[src/sv/sdtq_pkg.sv]
// ----------------------------------------------------------------------------
// Sorted deadline timer queue package
// Shared constants, command and status codes, and the controller command
// bundle that passes from the controller to the datapath.
// ----------------------------------------------------------------------------
package sdtq_pkg;

  localparam int CAPACITY_DEF  = 16;
  localparam int TIME_BITS_DEF = 48;
  localparam int ID_BITS_DEF   = 15;
  localparam int MAX_RESULTS   = 16;

  localparam int SEC_W   = 16;
  localparam int USEC_W  = 24;
  localparam int TAG_W   = 8;
  localparam int ARG_W   = 32;
  localparam int TID_W   = 15;
  localparam int STAT_W  = 3;
  localparam int DELAY_W = 44;

  localparam logic [DELAY_W-1:0] USEC_PER_SEC = DELAY_W'(1000000);

  // Input commands.
  localparam logic [1:0] CMD_TICK   = 2'd0;
  localparam logic [1:0] CMD_ADD    = 2'd1;
  localparam logic [1:0] CMD_REMOVE = 2'd2;

  // Result status codes.
  localparam logic [STAT_W-1:0] ST_ADDED    = 3'd0;
  localparam logic [STAT_W-1:0] ST_REJECTED = 3'd1;
  localparam logic [STAT_W-1:0] ST_REMOVED  = 3'd2;
  localparam logic [STAT_W-1:0] ST_NOTFOUND = 3'd3;
  localparam logic [STAT_W-1:0] ST_EXPIRED  = 3'd4;

  // Commands from the controller to the datapath.
  typedef struct packed {
    logic load;       // capture the input item
    logic calc;       // register deadline from product
    logic tick;       // advance the clock
    logic scan_clr;   // restart the scan index
    logic scan_tail;  // move the scan index to the tail
    logic scan_inc;   // step the scan index
    logic shift_up;   // move entry idx-1 to idx
    logic shift_dn;   // move entry idx+1 to idx
    logic write_new;  // write the new timer at idx
    logic cnt_inc;
    logic cnt_dec;
    logic id_adv;
  } sdtq_cmd_t;

endpackage

[src/sv/sdtq_datapath.sv]
// ----------------------------------------------------------------------------
// Sorted deadline timer queue datapath
// Entry stores, clock, id counter, scan index and deadline arithmetic.
// ----------------------------------------------------------------------------
module sdtq_datapath
  import sdtq_pkg::*;
#(
  parameter int CAPACITY  = CAPACITY_DEF,
  parameter int TIME_BITS = TIME_BITS_DEF,
  parameter int ID_BITS   = ID_BITS_DEF,
  localparam int IDX_W = $clog2(CAPACITY),
  localparam int CNT_W = $clog2(CAPACITY + 1)
) (
  input  logic                  clk,
  input  logic                  rst_n,
  input  sdtq_cmd_t             cmd,
  input  logic [SEC_W-1:0]      in_sec,
  input  logic [USEC_W-1:0]     in_usec,
  input  logic [TAG_W-1:0]      in_tag,
  input  logic [ARG_W-1:0]      in_arg,
  input  logic [TID_W-1:0]      in_tid,
  output logic [CNT_W-1:0]      count,
  output logic [CNT_W-1:0]      idx,
  output logic                  delay_zero,
  output logic                  tag_zero,
  output logic                  ins_stop,
  output logic                  head_expired,
  output logic                  next_expired,
  output logic                  id_match,
  output logic [ID_BITS-1:0]    cur_id,
  output logic [TAG_W-1:0]      cur_tag,
  output logic [ARG_W-1:0]      cur_arg,
  output logic [ID_BITS-1:0]    new_id
);

  logic [TIME_BITS-1:0] dl_mem [CAPACITY];
  logic [ID_BITS-1:0]   id_mem [CAPACITY];
  logic [TAG_W-1:0]     tg_mem [CAPACITY];
  logic [ARG_W-1:0]     ar_mem [CAPACITY];

  logic [SEC_W-1:0]     sec_r;
  logic [USEC_W-1:0]    usec_r;
  logic [TAG_W-1:0]     tag_r;
  logic [ARG_W-1:0]     arg_r;
  logic [TID_W-1:0]     tid_r;
  logic [DELAY_W-1:0]   prod_r;
  logic [TIME_BITS-1:0] dl_r;
  logic [TIME_BITS-1:0] now_r;
  logic [ID_BITS-1:0]   nid_r;
  logic [CNT_W-1:0]     cnt_r;
  logic [CNT_W-1:0]     idx_r;

  logic [IDX_W-1:0]     ia, ib, ic;
  logic [DELAY_W-1:0]   delay;
  logic [TIME_BITS:0]   sum;
  logic [TIME_BITS-1:0] tmax;

  assign ia    = idx_r[IDX_W-1:0];
  assign ib    = IDX_W'(idx_r - CNT_W'(1));
  assign ic    = IDX_W'(idx_r + CNT_W'(1));
  assign tmax  = '1;
  assign delay = prod_r + DELAY_W'(usec_r);
  // Saturating deadline; a delay wider than the clock also saturates.
  assign sum   = {1'b0, now_r} + (TIME_BITS+1)'(delay);

  assign count        = cnt_r;
  assign idx          = idx_r;
  assign delay_zero   = (sec_r == '0) && (usec_r == '0);
  assign tag_zero     = (tag_r == '0);
  assign ins_stop     = (idx_r >= cnt_r) || (dl_mem[ia] > dl_r);
  assign head_expired = (cnt_r != '0) && (dl_mem[0] <= now_r);
  // The entry behind the head has expired too.
  assign next_expired = (cnt_r > CNT_W'(1)) && (dl_mem[1] <= now_r);
  assign id_match     = (idx_r < cnt_r) && (TID_W'(id_mem[ia]) == tid_r)
                        && ((ID_BITS <= TID_W) || (id_mem[ia] >> TID_W) == '0);
  assign cur_id       = id_mem[ia];
  assign cur_tag      = tg_mem[ia];
  assign cur_arg      = ar_mem[ia];
  assign new_id       = nid_r;

  // Control registers.
  always_ff @(posedge clk) begin
    if (!rst_n) begin
      now_r <= '0;
      nid_r <= '0;
      cnt_r <= '0;
      idx_r <= '0;
    end else begin
      if (cmd.tick && now_r != tmax) now_r <= now_r + TIME_BITS'(1);
      if (cmd.id_adv) nid_r <= (nid_r == '1) ? ID_BITS'(1) : nid_r + ID_BITS'(1);
      if (cmd.cnt_inc) cnt_r <= cnt_r + CNT_W'(1);
      else if (cmd.cnt_dec) cnt_r <= cnt_r - CNT_W'(1);
      if (cmd.scan_clr) idx_r <= '0;
      else if (cmd.scan_tail) idx_r <= cnt_r;
      else if (cmd.scan_inc) idx_r <= idx_r + CNT_W'(1);
      else if (cmd.shift_up) idx_r <= idx_r - CNT_W'(1);
    end
  end

  // Item capture and deadline arithmetic: multiply on load, then add and saturate on calc.
  always_ff @(posedge clk) begin
    if (cmd.load) begin
      sec_r  <= in_sec;
      usec_r <= in_usec;
      tag_r  <= in_tag;
      arg_r  <= in_arg;
      tid_r  <= in_tid;
      prod_r <= DELAY_W'(in_sec) * USEC_PER_SEC;
    end
    if (cmd.calc) begin
      if (sum[TIME_BITS] || ((DELAY_W > TIME_BITS) && ((delay >> TIME_BITS) != '0)))
        dl_r <= tmax;
      else
        dl_r <= sum[TIME_BITS-1:0];
    end
  end

  // Entry store: one move per cycle.
  always_ff @(posedge clk) begin
    if (cmd.shift_up) begin
      dl_mem[ia] <= dl_mem[ib];
      id_mem[ia] <= id_mem[ib];
      tg_mem[ia] <= tg_mem[ib];
      ar_mem[ia] <= ar_mem[ib];
    end else if (cmd.shift_dn) begin
      dl_mem[ia] <= dl_mem[ic];
      id_mem[ia] <= id_mem[ic];
      tg_mem[ia] <= tg_mem[ic];
      ar_mem[ia] <= ar_mem[ic];
    end else if (cmd.write_new) begin
      dl_mem[ia] <= dl_r;
      id_mem[ia] <= nid_r;
      tg_mem[ia] <= tag_r;
      ar_mem[ia] <= arg_r;
    end
  end

endmodule

[src/sv/sdtq_ctrl.sv]
// ----------------------------------------------------------------------------
// Sorted deadline timer queue controller
// Sequences add, remove and tick over the datapath and drives the result
// register.
// ----------------------------------------------------------------------------
module sdtq_ctrl
  import sdtq_pkg::*;
#(
  parameter int CAPACITY = CAPACITY_DEF,
  parameter int ID_BITS  = ID_BITS_DEF,
  localparam int CNT_W = $clog2(CAPACITY + 1)
) (
  input  logic               clk,
  input  logic               rst_n,
  input  logic               in_valid,
  output logic               in_ready,
  input  logic [1:0]         in_cmd,
  input  logic [TID_W-1:0]   in_tid,
  output logic               out_valid,
  input  logic               out_ready,
  output logic [63:0]        out_data,
  output logic               out_last,
  output sdtq_cmd_t          cmd,
  input  logic [CNT_W-1:0]   count,
  input  logic [CNT_W-1:0]   idx,
  input  logic               delay_zero,
  input  logic               tag_zero,
  input  logic               ins_stop,
  input  logic               head_expired,
  input  logic               next_expired,
  input  logic               id_match,
  input  logic [ID_BITS-1:0] cur_id,
  input  logic [TAG_W-1:0]   cur_tag,
  input  logic [ARG_W-1:0]   cur_arg,
  input  logic [ID_BITS-1:0] new_id
);

  localparam logic [3:0] S_IDLE = 4'd0;
  localparam logic [3:0] S_ADD0 = 4'd1;
  localparam logic [3:0] S_ADD1 = 4'd2;
  localparam logic [3:0] S_FIND = 4'd3;
  localparam logic [3:0] S_SHUP = 4'd4;
  localparam logic [3:0] S_RSCH = 4'd5;
  localparam logic [3:0] S_RSHD = 4'd6;
  localparam logic [3:0] S_TCHK = 4'd7;
  localparam logic [3:0] S_TSHD = 4'd8;
  localparam logic [3:0] S_WAIT = 4'd9;
  localparam logic [3:0] S_TICK = 4'd10;

  logic [3:0]        state_r, state_nxt;
  logic [TID_W-1:0]  tid_r;
  logic [CNT_W-1:0]  cap;
  logic [CNT_W-1:0]  pos_r, pos_nxt;
  logic [4:0]        nres_r, nres_nxt;
  logic [3:0]        ret_r, ret_nxt;
  logic              ov_r, ov_nxt;
  logic [STAT_W-1:0] st_r, st_nxt;
  logic [TID_W-1:0]  oid_r, oid_nxt;
  logic [TAG_W-1:0]  otg_r, otg_nxt;
  logic [ARG_W-1:0]  oar_r, oar_nxt;
  logic              ol_r, ol_nxt;
  logic [TID_W-1:0]  cur_id_t, new_id_t;

  assign cap      = CNT_W'(CAPACITY);
  assign cur_id_t = TID_W'(cur_id);
  assign new_id_t = TID_W'(new_id);
  assign in_ready = (state_r == S_IDLE) && !ov_r;
  assign out_valid = ov_r;
  assign out_last  = ol_r;
  assign out_data  = {6'd0, oar_r, otg_r, oid_r, st_r};

  // Next state, datapath commands and result staging.
  always_comb begin
    state_nxt = state_r;
    pos_nxt   = pos_r;
    nres_nxt  = nres_r;
    ret_nxt   = ret_r;
    ov_nxt    = ov_r && !out_ready;
    st_nxt    = st_r;
    oid_nxt   = oid_r;
    otg_nxt   = otg_r;
    oar_nxt   = oar_r;
    ol_nxt    = ol_r;
    cmd       = '0;
    case (state_r)
      S_IDLE: begin
        if (in_valid && !ov_r) begin
          cmd.load = 1'b1;
          cmd.scan_clr = 1'b1;
          ret_nxt = 4'd0;
          case (in_cmd)
            CMD_TICK:   state_nxt = S_TICK;
            CMD_ADD:    state_nxt = S_ADD0;
            CMD_REMOVE: state_nxt = S_RSCH;
            default:    state_nxt = S_IDLE;
          endcase
        end
      end
      S_TICK: begin
        cmd.tick = 1'b1;
        nres_nxt = '0;
        state_nxt = S_TCHK;
      end
      S_ADD0: begin
        cmd.calc = 1'b1;
        state_nxt = S_ADD1;
      end
      S_ADD1: begin
        if (delay_zero || tag_zero || count >= cap) begin
          st_nxt = ST_REJECTED; oid_nxt = '0; otg_nxt = '0; oar_nxt = '0;
          ol_nxt = 1'b1; ov_nxt = 1'b1;
          state_nxt = S_IDLE;
        end else begin
          state_nxt = S_FIND;
        end
      end
      S_FIND: begin
        if (ins_stop) begin
          // Remember the insert point and move the index to the tail.
          pos_nxt = idx;
          cmd.scan_tail = 1'b1;
          state_nxt = S_SHUP;
        end else begin
          cmd.scan_inc = 1'b1;
        end
      end
      S_SHUP: begin
        // idx walks from count down to the insert point, one move per cycle.
        if (idx == pos_r) begin
          cmd.write_new = 1'b1;
          cmd.cnt_inc = 1'b1;
          cmd.id_adv = 1'b1;
          st_nxt = ST_ADDED; oid_nxt = new_id_t; otg_nxt = '0; oar_nxt = '0;
          ol_nxt = 1'b1; ov_nxt = 1'b1;
          state_nxt = S_IDLE;
        end else begin
          cmd.shift_up = 1'b1;
        end
      end
      S_RSCH: begin
        if (idx >= count) begin
          st_nxt = ST_NOTFOUND; oid_nxt = tid_r; otg_nxt = '0; oar_nxt = '0;
          ol_nxt = 1'b1; ov_nxt = 1'b1;
          state_nxt = S_IDLE;
        end else if (id_match) begin
          st_nxt = ST_REMOVED; oid_nxt = cur_id_t; otg_nxt = cur_tag; oar_nxt = cur_arg;
          ol_nxt = 1'b1; ov_nxt = 1'b1;
          state_nxt = S_RSHD;
        end else begin
          cmd.scan_inc = 1'b1;
        end
      end
      S_RSHD: begin
        if (idx + CNT_W'(1) < count) begin
          cmd.shift_dn = 1'b1;
          cmd.scan_inc = 1'b1;
        end else begin
          cmd.cnt_dec = 1'b1;
          state_nxt = ret_r[3] ? S_WAIT : S_IDLE;
        end
      end
      S_TCHK: begin
        if (!ov_r || out_ready) begin
          if (head_expired && nres_r < 5'(MAX_RESULTS)) begin
            // The result is the last one unless another expired entry follows
            // and the per-tick limit still allows it.
            st_nxt = ST_EXPIRED; oid_nxt = cur_id_t; otg_nxt = cur_tag; oar_nxt = cur_arg;
            ol_nxt = !(next_expired && (nres_r + 5'd1 < 5'(MAX_RESULTS)));
            ov_nxt = 1'b1;
            nres_nxt = nres_r + 5'd1;
            ret_nxt = 4'd8;
            state_nxt = S_RSHD;
          end else begin
            state_nxt = S_IDLE;
          end
        end
      end
      S_WAIT: begin
        cmd.scan_clr = 1'b1;
        state_nxt = S_TCHK;
      end
      default: state_nxt = S_IDLE;
    endcase
  end

  always_ff @(posedge clk) begin
    if (!rst_n) begin
      state_r <= S_IDLE;
      ov_r    <= 1'b0;
      nres_r  <= '0;
      ret_r   <= '0;
    end else begin
      state_r <= state_nxt;
      ov_r    <= ov_nxt;
      nres_r  <= nres_nxt;
      ret_r   <= ret_nxt;
    end
  end

  always_ff @(posedge clk) begin
    if (in_valid && in_ready) tid_r <= in_tid;
    pos_r <= pos_nxt;
    st_r  <= st_nxt;
    oid_r <= oid_nxt;
    otg_r <= otg_nxt;
    oar_r <= oar_nxt;
    ol_r  <= ol_nxt;
  end

endmodule

[src/sv/sorted_deadline_timer_queue.sv]
// One item at a time; the next item is taken once the controller is idle and
// the result register is empty. Reset (synchronous, active low) empties the
// queue and zeroes clock and id.
// ----------------------------------------------------------------------------
// Sorted deadline timer queue
// Bounded queue of one-shot timers sorted by absolute microsecond deadline.
// ----------------------------------------------------------------------------
module sorted_deadline_timer_queue
  import sdtq_pkg::*;
#(
  parameter int CAPACITY  = CAPACITY_DEF,
  parameter int TIME_BITS = TIME_BITS_DEF,
  parameter int ID_BITS   = ID_BITS_DEF
) (
  input  logic         clk,
  input  logic         rst_n,
  input  logic         in_tvalid,
  output logic         in_tready,
  input  logic [95:0]  in_tdata,   // delay_sec, delay_usec, handler_tag, callback_arg, target_id
  input  logic [1:0]   in_tuser,   // command
  output logic         out_tvalid,
  input  logic         out_tready,
  output logic [63:0]  out_tdata,  // status, timer_id, fired_tag, fired_arg
  output logic         out_tlast
);

  localparam int CNT_W = $clog2(CAPACITY + 1);

  sdtq_cmd_t          cmd;
  logic [CNT_W-1:0]   count, idx;
  logic               delay_zero, tag_zero, ins_stop, head_expired, next_expired;
  logic               id_match;
  logic [ID_BITS-1:0] cur_id, new_id;
  logic [TAG_W-1:0]   cur_tag;
  logic [ARG_W-1:0]   cur_arg;

  sdtq_datapath #(.CAPACITY(CAPACITY), .TIME_BITS(TIME_BITS), .ID_BITS(ID_BITS)) u_dp (
    .clk, .rst_n, .cmd,
    .in_sec(in_tdata[15:0]), .in_usec(in_tdata[39:16]), .in_tag(in_tdata[47:40]),
    .in_arg(in_tdata[79:48]), .in_tid(in_tdata[94:80]),
    .count, .idx, .delay_zero, .tag_zero, .ins_stop, .head_expired, .next_expired,
    .id_match, .cur_id, .cur_tag, .cur_arg, .new_id
  );

  sdtq_ctrl #(.CAPACITY(CAPACITY), .ID_BITS(ID_BITS)) u_ctrl (
    .clk, .rst_n,
    .in_valid(in_tvalid), .in_ready(in_tready), .in_cmd(in_tuser),
    .in_tid(in_tdata[94:80]),
    .out_valid(out_tvalid), .out_ready(out_tready), .out_data(out_tdata),
    .out_last(out_tlast),
    .cmd, .count, .idx, .delay_zero, .tag_zero, .ins_stop, .head_expired,
    .next_expired, .id_match, .cur_id, .cur_tag, .cur_arg, .new_id
  );

endmodule

[config.mk]
export PLATFORM = sky130hd
export DESIGN_NAME = sorted_deadline_timer_queue
export DESIGN_NICKNAME = d
export VERILOG_FILES = /design/src/sv/sdtq_pkg.sv /design/src/sv/sdtq_datapath.sv /design/src/sv/sdtq_ctrl.sv /design/src/sv/sorted_deadline_timer_queue.sv
export SDC_FILE = /design/constraint.sdc
export NUM_CORES = 2
export LEC_CHECK = 0
export ABC_AREA = 1
export BUFFER_PORTS_ARGS = -buffer_cell sky130_fd_sc_hd__clkbuf_2
export CORE_UTILIZATION = 45
export DETAILED_ROUTE_END_ITERATION = 7
export PLACE_DENSITY = 0.64
export SYNTH_ARGS = -nofsm -noshare
export SYNTH_HDL_FRONTEND = slang
export SYNTH_SLANG_ARGS = --single-unit
[constraint.sdc]
create_clock -name clk -period 11.83 [get_ports clk]
set_input_delay 0.5915 -clock clk [delete_from_list [all_inputs] [get_ports clk]]
set_output_delay 0.5915 -clock clk [all_outputs]
set_load 0.05 [all_outputs]
[Yosys cells after proc, flatten, opt, wreduce, memory -nomap -nowiden]
Memory sizes are Yosys's and may differ from the RTL's. A register that Yosys moved wholly into a read port is not among the register bits.
Index checks and enable logic that the tools add are counted.
Word-level totals
  flip-flop bits (word level): 339
  memory bits (writable): 1648
  input bits: 102
  output and inout port bits: 67
  logic and storage cells: 227
  memories kept: 4
Memories
  u_dp.dl_mem: depth 16, bits a word 48, read ports 5, clocked after Yosys merged registers in 1, wr ports 1, line sdtq_datapath.sv:36  | logic [TIME_BITS-1:0] dl_mem [CAPACITY];
  u_dp.ar_mem: depth 16, bits a word 32, read ports 3, clocked after Yosys merged registers in 1, wr ports 1, line sdtq_datapath.sv:39  | logic [ARG_W-1:0] ar_mem [CAPACITY];
  u_dp.id_mem: depth 16, bits a word 15, read ports 3, clocked after Yosys merged registers in 1, wr ports 1, line sdtq_datapath.sv:37  | logic [ID_BITS-1:0] id_mem [CAPACITY];
  u_dp.tg_mem: depth 16, bits a word 8, read ports 3, clocked after Yosys merged registers in 1, wr ports 1, line sdtq_datapath.sv:38  | logic [TAG_W-1:0] tg_mem [CAPACITY];
Operators by class
  $add $sub $neg: 9
  $mul: 1
  order comparisons: 10
  equality and inequality tests: 23
  muxes and demuxes: 113
  bitwise operators: 9
  reductions and logical operators: 36
Operators with widths (count)
  32-bit 2-to-1 mux: 8
  15-bit 2-to-1 mux: 9
  32-bit case mux with 4 select lines: 1
  48-bit <= comparator: 2
  48-bit 2-to-1 mux: 2
  4-bit 2-to-1 mux: 19
  8-bit 2-to-1 mux: 8
  15-bit case mux with 4 select lines: 1
  48-bit by 44-bit adder with 49-bit output: 1
  48-bit by 1-bit adder with 48-bit output, second input constant: 1
  48-bit greater-than comparator: 1
  48-bit inequality test, second input constant: 1
  1-bit 2-to-1 mux: 38
  36-bit by 24-bit adder with 37-bit output: 1
  4-bit case mux with 9 select lines: 1
  5-bit 2-to-1 mux: 7
  8-bit case mux with 4 select lines: 1
  16-bit by 14-bit multiplier with 30-bit output, second input constant: 1
  24-bit logical NOT: 1
  3-bit 2-to-1 mux: 7
  4-bit by 3-bit equality test with 1-bit output, second input constant: 4
  16-bit logical NOT: 1
  15-bit by 1-bit adder with 15-bit output, second input constant: 1
  5-bit by 1-bit adder with 5-bit output, second input constant: 3
  42 further kinds: 81

[Logic depth before layout (Yosys ltp)]
  word-level depth: 9
  depth in mapped cells: 33
  mapped depth without buffers: 29

[Modules after synthesis]
From an unflattened synthesis, not the netlist that was laid out.
Second synthesis, totals
  cells, all modules: 13245
  area total of the unflattened synthesis: 115191.7 µm²
Modules (own cells, without submodules)
  sdtq_datapath: instances 1, cells an instance 12781, area each 110651.1 µm², sequential area each 56133.8 µm²
  sdtq_ctrl: instances 1, cells an instance 464, area each 4540.6 µm², sequential area each 2592.5 µm²

[Least setup slack after synthesis]
Ideal clock, no wire load.
  path type: register to register
  start: reg u_dp.idx_r[1] (netlist: u_dp.idx[1])
  end: mem u_dp.ar_mem[12][0], enable pin
  data arrival time: 9552 ps
  required time: 11139 ps
  setup slack: 1586 ps
  cell stages (with the launch flop): 13
  path buffers: 3
  cell sequence: dfxtp_1 ha_1 xor2_2 clkbuf_1 clkbuf_1 ha_1 a21oi_1 o221a_2 nand2_1 clkbuf_1 nand2_1 inv_1 nor3_1
On the way
  cells in the longest elaborated chain, start to end: 9
  elaborated cells between the ends (all ways): 20
  classes of those cells: add/sub: 1; order compare: 1; eq/ne: 1; mux: 15; bitwise: 2
Ends and longest elaborated chain
  start: declaration: line sdtq_datapath.sv:51  | logic [CNT_W-1:0] idx_r;
  start signal: assignment: line sdtq_datapath.sv:94  | else if (cmd.scan_tail) idx_r <= cnt_r;
  start signal: assignment: line sdtq_datapath.sv:95  | else if (cmd.scan_inc) idx_r <= idx_r + CNT_W'(1);
  start signal: assignment: line sdtq_datapath.sv:96  | else if (cmd.shift_up) idx_r <= idx_r - CNT_W'(1);
  5-bit by 1-bit adder with 5-bit output: line sdtq_ctrl.sv:154  | if (idx + CNT_W'(1) < count) begin
  5-bit less-than comparator: line sdtq_ctrl.sv:154
  1-bit 2-to-1 mux: line sdtq_ctrl.sv:154
  1-bit 2-to-1 mux: line sdtq_ctrl.sv:85  | case (state_r)
  1-bit 2-to-1 mux: line sdtq_datapath.sv:125  | end else if (cmd.shift_dn) begin
  1-bit 2-to-1 mux: line sdtq_datapath.sv:120  | if (cmd.shift_up) begin
  1-bit 2-to-1 mux (not written as such): line sdtq_datapath.sv:129  | ar_mem[ia] <= ar_mem[ic];
  1-bit OR (no source line) (2 in series)
  end: declaration: line sdtq_datapath.sv:39
Several ways; a longest one is shown, not always the timed one.

==> flow_summary_export.csv <==
group,metric,value,unit
run_status,outcome,"finished with violations",
run_status,violations,"DRC",
drt,firstDrtPassIters,8,
setup_path,crit_chain,"buf_4 -> buf_4 -> buf_4 -> buf_4 -> nor2_1 -> nor2_1 -> nand2_1 -> nand3_1 -> nand3_1 -> nand3_1 -> nand2_1 -> nor2_1 -> nand2_1 -> nor2_1 -> nand2_1 -> nand2_4 -> nand4_1 -> nor2_4 -> buf_4 -> buf_4",
sta,clock_skew,0.0534,ns
floorplanning,start_util,45.4,%
final_layout,drive_gt1_share,5.41,%
global_routing,grt_pass1_wl,554,mm
synth,synth_warnings,0,
drt,drc,2,
floorplanning,die_y,503,um
drt,drt_iter0_drc,12482,
drt,vias_per_cell,6.13,
synth,synthArstFlopShare,0,%
setup_path,required,12.35,ns
global_routing,overflow,0,
floorplanning,die_x,503,um
floorplanning,pin_count,169,
cts,cts_setup_buffers,0,
pwr,pwr-share-clk,20.9,%
sta,maxSlewViolCount,0,
global_routing,grt_pass1_vias,90513,
place,gp_congestion,0.936,
synth,synth.avg_cell_area,9.11,um2
hold_path,hp-start,"in_tdata[2]",
final_layout,final_common_cell,"o21ai_0",
setup_path,endpoint_kind,"flip-flop",
sta,period_needed,7.50,ns
sta,finalSetupViolCount,0,
final_layout,final_cell_mix,"2,055 x o21ai_0, 2,035 x nand2_1, 1,897 x edfxtp_1, 1,136 x inv_1, 965 x a21oi_1",
synth,syn_area,0.113,mm2
synth,synth_seq_cells,1985,
global_routing,grt_use_total,28.8,%
cts,cts_root_buf,"clkbuf_16",
drt,wl_per_cell,24.0,um
cts,clk_latency,0.91,ns
synth,synth_cell_types,65,
cts,tritoncts,"done",
hold_path,worstHoldPathType,"in2reg",
final_layout,syn_to_final_growth,9.55,%
sta,max-slew-margin-rel,10.7,%
floorplanning,rows,183,
final_layout,fin_util,49.7,%
pwr,power_density,263,mW/mm2
place,io_buffers,161,
pwr,switching_share,42.1,%
setup_path,critPathSlowestCell,"buf_4",
drt,routed.top_layer,"met5",
synth,synthDominantCellAreaShare,50.4,%
setup_path,path_class,"reg2reg",
sta,fmax,133,MHz
synth,synth_edf_count,1897,
synth,yosysSeqAreaShare,51.9,%
floorplanning,core,0.249,mm2
place,hpwlAfterDp,203,mm
place,dp_cells,15139,
synth,synth_area_leaders,"edfxtp_1 50%, o21ai_0 9.1%, nand2_1 6.8%",
sta,tns,0,ns
pwr,leakage,43.8,nW
cts,cts_sinks,1985,
pwr,max-vdd-ir-drop,0.395,mV
setup_path,cpPeakStageDelay,0.96,ns
synth,syn_inst,12411,
floorplanning,die_area,0.253,mm2
cts,cts_resized,0,
synth,synth.largest_area_cell,"edfxtp_1",
drt,dr_wl_met3,37.7,mm
sta,finalHoldViolCount,0,
setup_path,cpMostUsedCell,"buf_4",
setup_path,cp_max_fo,114,
synth,synth_ff_type,"edfxtp_1",
pwr,p_int,0.0188,W
setup_path,critPathLaunchType,"flip-flop",
cts,path_clk_slew,0.06,ns
final_layout,layout.cells.non_filler,15626,
pwr,seqPwrFrac,36.2,%
final_layout,final_nets,12594,
sta,timing.final.crit_share,63.4,%
global_routing,antenna_found_initial,6,
drt,num_vias,95738,
drt,met2_length,172,mm
drt,wl_met1,148,mm
cts,clk_path_buf_depth,3,
pwr,combinationalPowerShare,42.8,%
pwr,switching_power,0.0137,W
drt,drt.antenna.violating_nets,0,
sta,rsz0062_at_grt,"no",
setup_path,crit_arrival,8.02,ns
global_routing,grt_max_degree,256,
cts,cts_buffers,215,
flow_run,cap_viol_max_count,0,
drt,wl,375,mm
sta,worst_pin_slew,1.34,ns
cts,h-tree-depth,4,
## state kept, by name, indices dropped and copies added, names as in the netlist, 3 cells and up, named ones only
name and count:
u_ctrl.nres_r 5, u_ctrl.oar_r 32, u_ctrl.oid_r 15, u_ctrl.otg_r 8, u_ctrl.pos_r 5, u_ctrl.st_r 3, u_ctrl.state_r 4, u_ctrl.tid_r 15
u_dp.ar_mem 512, u_dp.arg_r 32, u_dp.count 5, u_dp.dl_mem 768, u_dp.dl_r 48, u_dp.id_mem 240, u_dp.idx 5, u_dp.new_id 15
u_dp.now_r 48, u_dp.prod_r 27, u_dp.sec_r 16, u_dp.tag_r 8, u_dp.tg_mem 128, u_dp.tid_r 15, u_dp.usec_r 24
## synthesized netlist by cell type (4+ instances only)
library cell / n
o311ai_1: 7
or2_2: 17
a21o_1: 8
clkbuf_1: 637
fa_1: 57
o21ai_0: 2055
o21bai_1: 27
ha_1: 326
o221ai_1: 105
edfxtp_1: 1897
nor4_1: 35
a21oi_1: 965
buf_1: 74
nor2_1: 750
inv_1: 1143
o211ai_1: 620
o21a_1: 11
or2_1: 7
nand3_1: 555
nor3b_1: 4
dfxtp_1: 88
inv_2: 5
mux2i_1: 234
a31oi_1: 129
nor3_1: 62
nand4_1: 56
nand2_1: 2038
xnor2_1: 31
buf_2: 152
xor2_1: 69
o22ai_1: 7
a21boi_0: 5
o311ai_0: 119
buf_6: 6
buf_4: 21
or3_1: 12
o21ai_1: 13
a211oi_1: 11
or2_0: 15
## logic make-up (layout without fill, tap and decap cells)
logic type      after synthesis  in the layout  synth area share, %
simple gates               3570           3570                 12.9
other cells                   1              9              0.00332
compound gates             4093           4093                 20.6
mux                         234            234                 2.07
buf+inv                    2044           1921                 7.07
flops                      1985           1985                 51.9
xor+xnor                    101            101                0.789
fa+ha+maj                   383            383                 4.62
## power groups by stage
| stage | sequential, W | combinational, W | clock (W) |
|---|---|---|---|
| 2_1_floorplan | 0.0119 | 0.00925 | 0 |
| 3_3_place_gp | 0.0119 | 0.0133 | 0 |
| 3_5_place_dp | 0.0119 | 0.0137 | 0 |
| 4_1_cts | 0.0118 | 0.0138 | 0.00688 |
| 5_1_grt | 0.0118 | 0.0153 | 0.00715 |
| 6_report | 0.0118 | 0.0139 | 0.00681 |
## per-layer routing
metal / track usage, % / vias up
li1: - / 43663
met2: 46.8 / 5386
met5: 0 / -
met4: 12.5 / 4
met1: 38.2 / 45681
met3: 4.39 / 1004
## cell type report
| class | count | area [um2] |
|---|---|---|
| diodes | 3 | 7.51 |
| clock buffers | 266 | 5570 |
| clock inverters | 135 | 1470 |
| fillers | 22522 | 125000 |
| inverters | 1153 | 4400 |
| multi-input cells | 8387 | 46600 |
| flip-flops and latches | 1985 | 58700 |
| well taps | 3330 | 4170 |
| repair buffers | 367 | 2910 |
## worst max-delay path: cells and delay by family (launching register included)
kind / cells / cell delay [ns]
buf+inv: 6 / 4.19
simple gates: 14 / 1.77
flops: 1 / 0.85
## through the flow
stage	total power (W)	setup WS, ns	instance area [um2]	hold slack [ns]
4_1_cts	0.0324	4.50	124000	0.000208
6_report	0.0325	4.33	124000	0.0560
3_5_place_dp	0.0256	4.50	116000	0.449
2_1_floorplan	0.0211	1.59	113000	0.429
3_3_place_gp	0.0252	4.52	116000	0.443
5_1_grt	0.0343	3.88	124000	0.0153
## repair_timing
action / CTS / global route
endpoints found under the hold margin: 98 / 0
endpoints found under the setup margin: 0 / 0
hold buffers: 83 / 0
## final timing paths
check                     end  slack (ns)  cells past startpoint
max          u_ctrl.oar_r[12]        4.33                     20
min             u_dp.sec_r[2]        0.06                      1
max reg2reg  u_ctrl.oar_r[12]        4.33                     20
min reg2reg   u_ctrl.ret_r[3]        0.47                      2
Power figures use the tool's default switching activity.
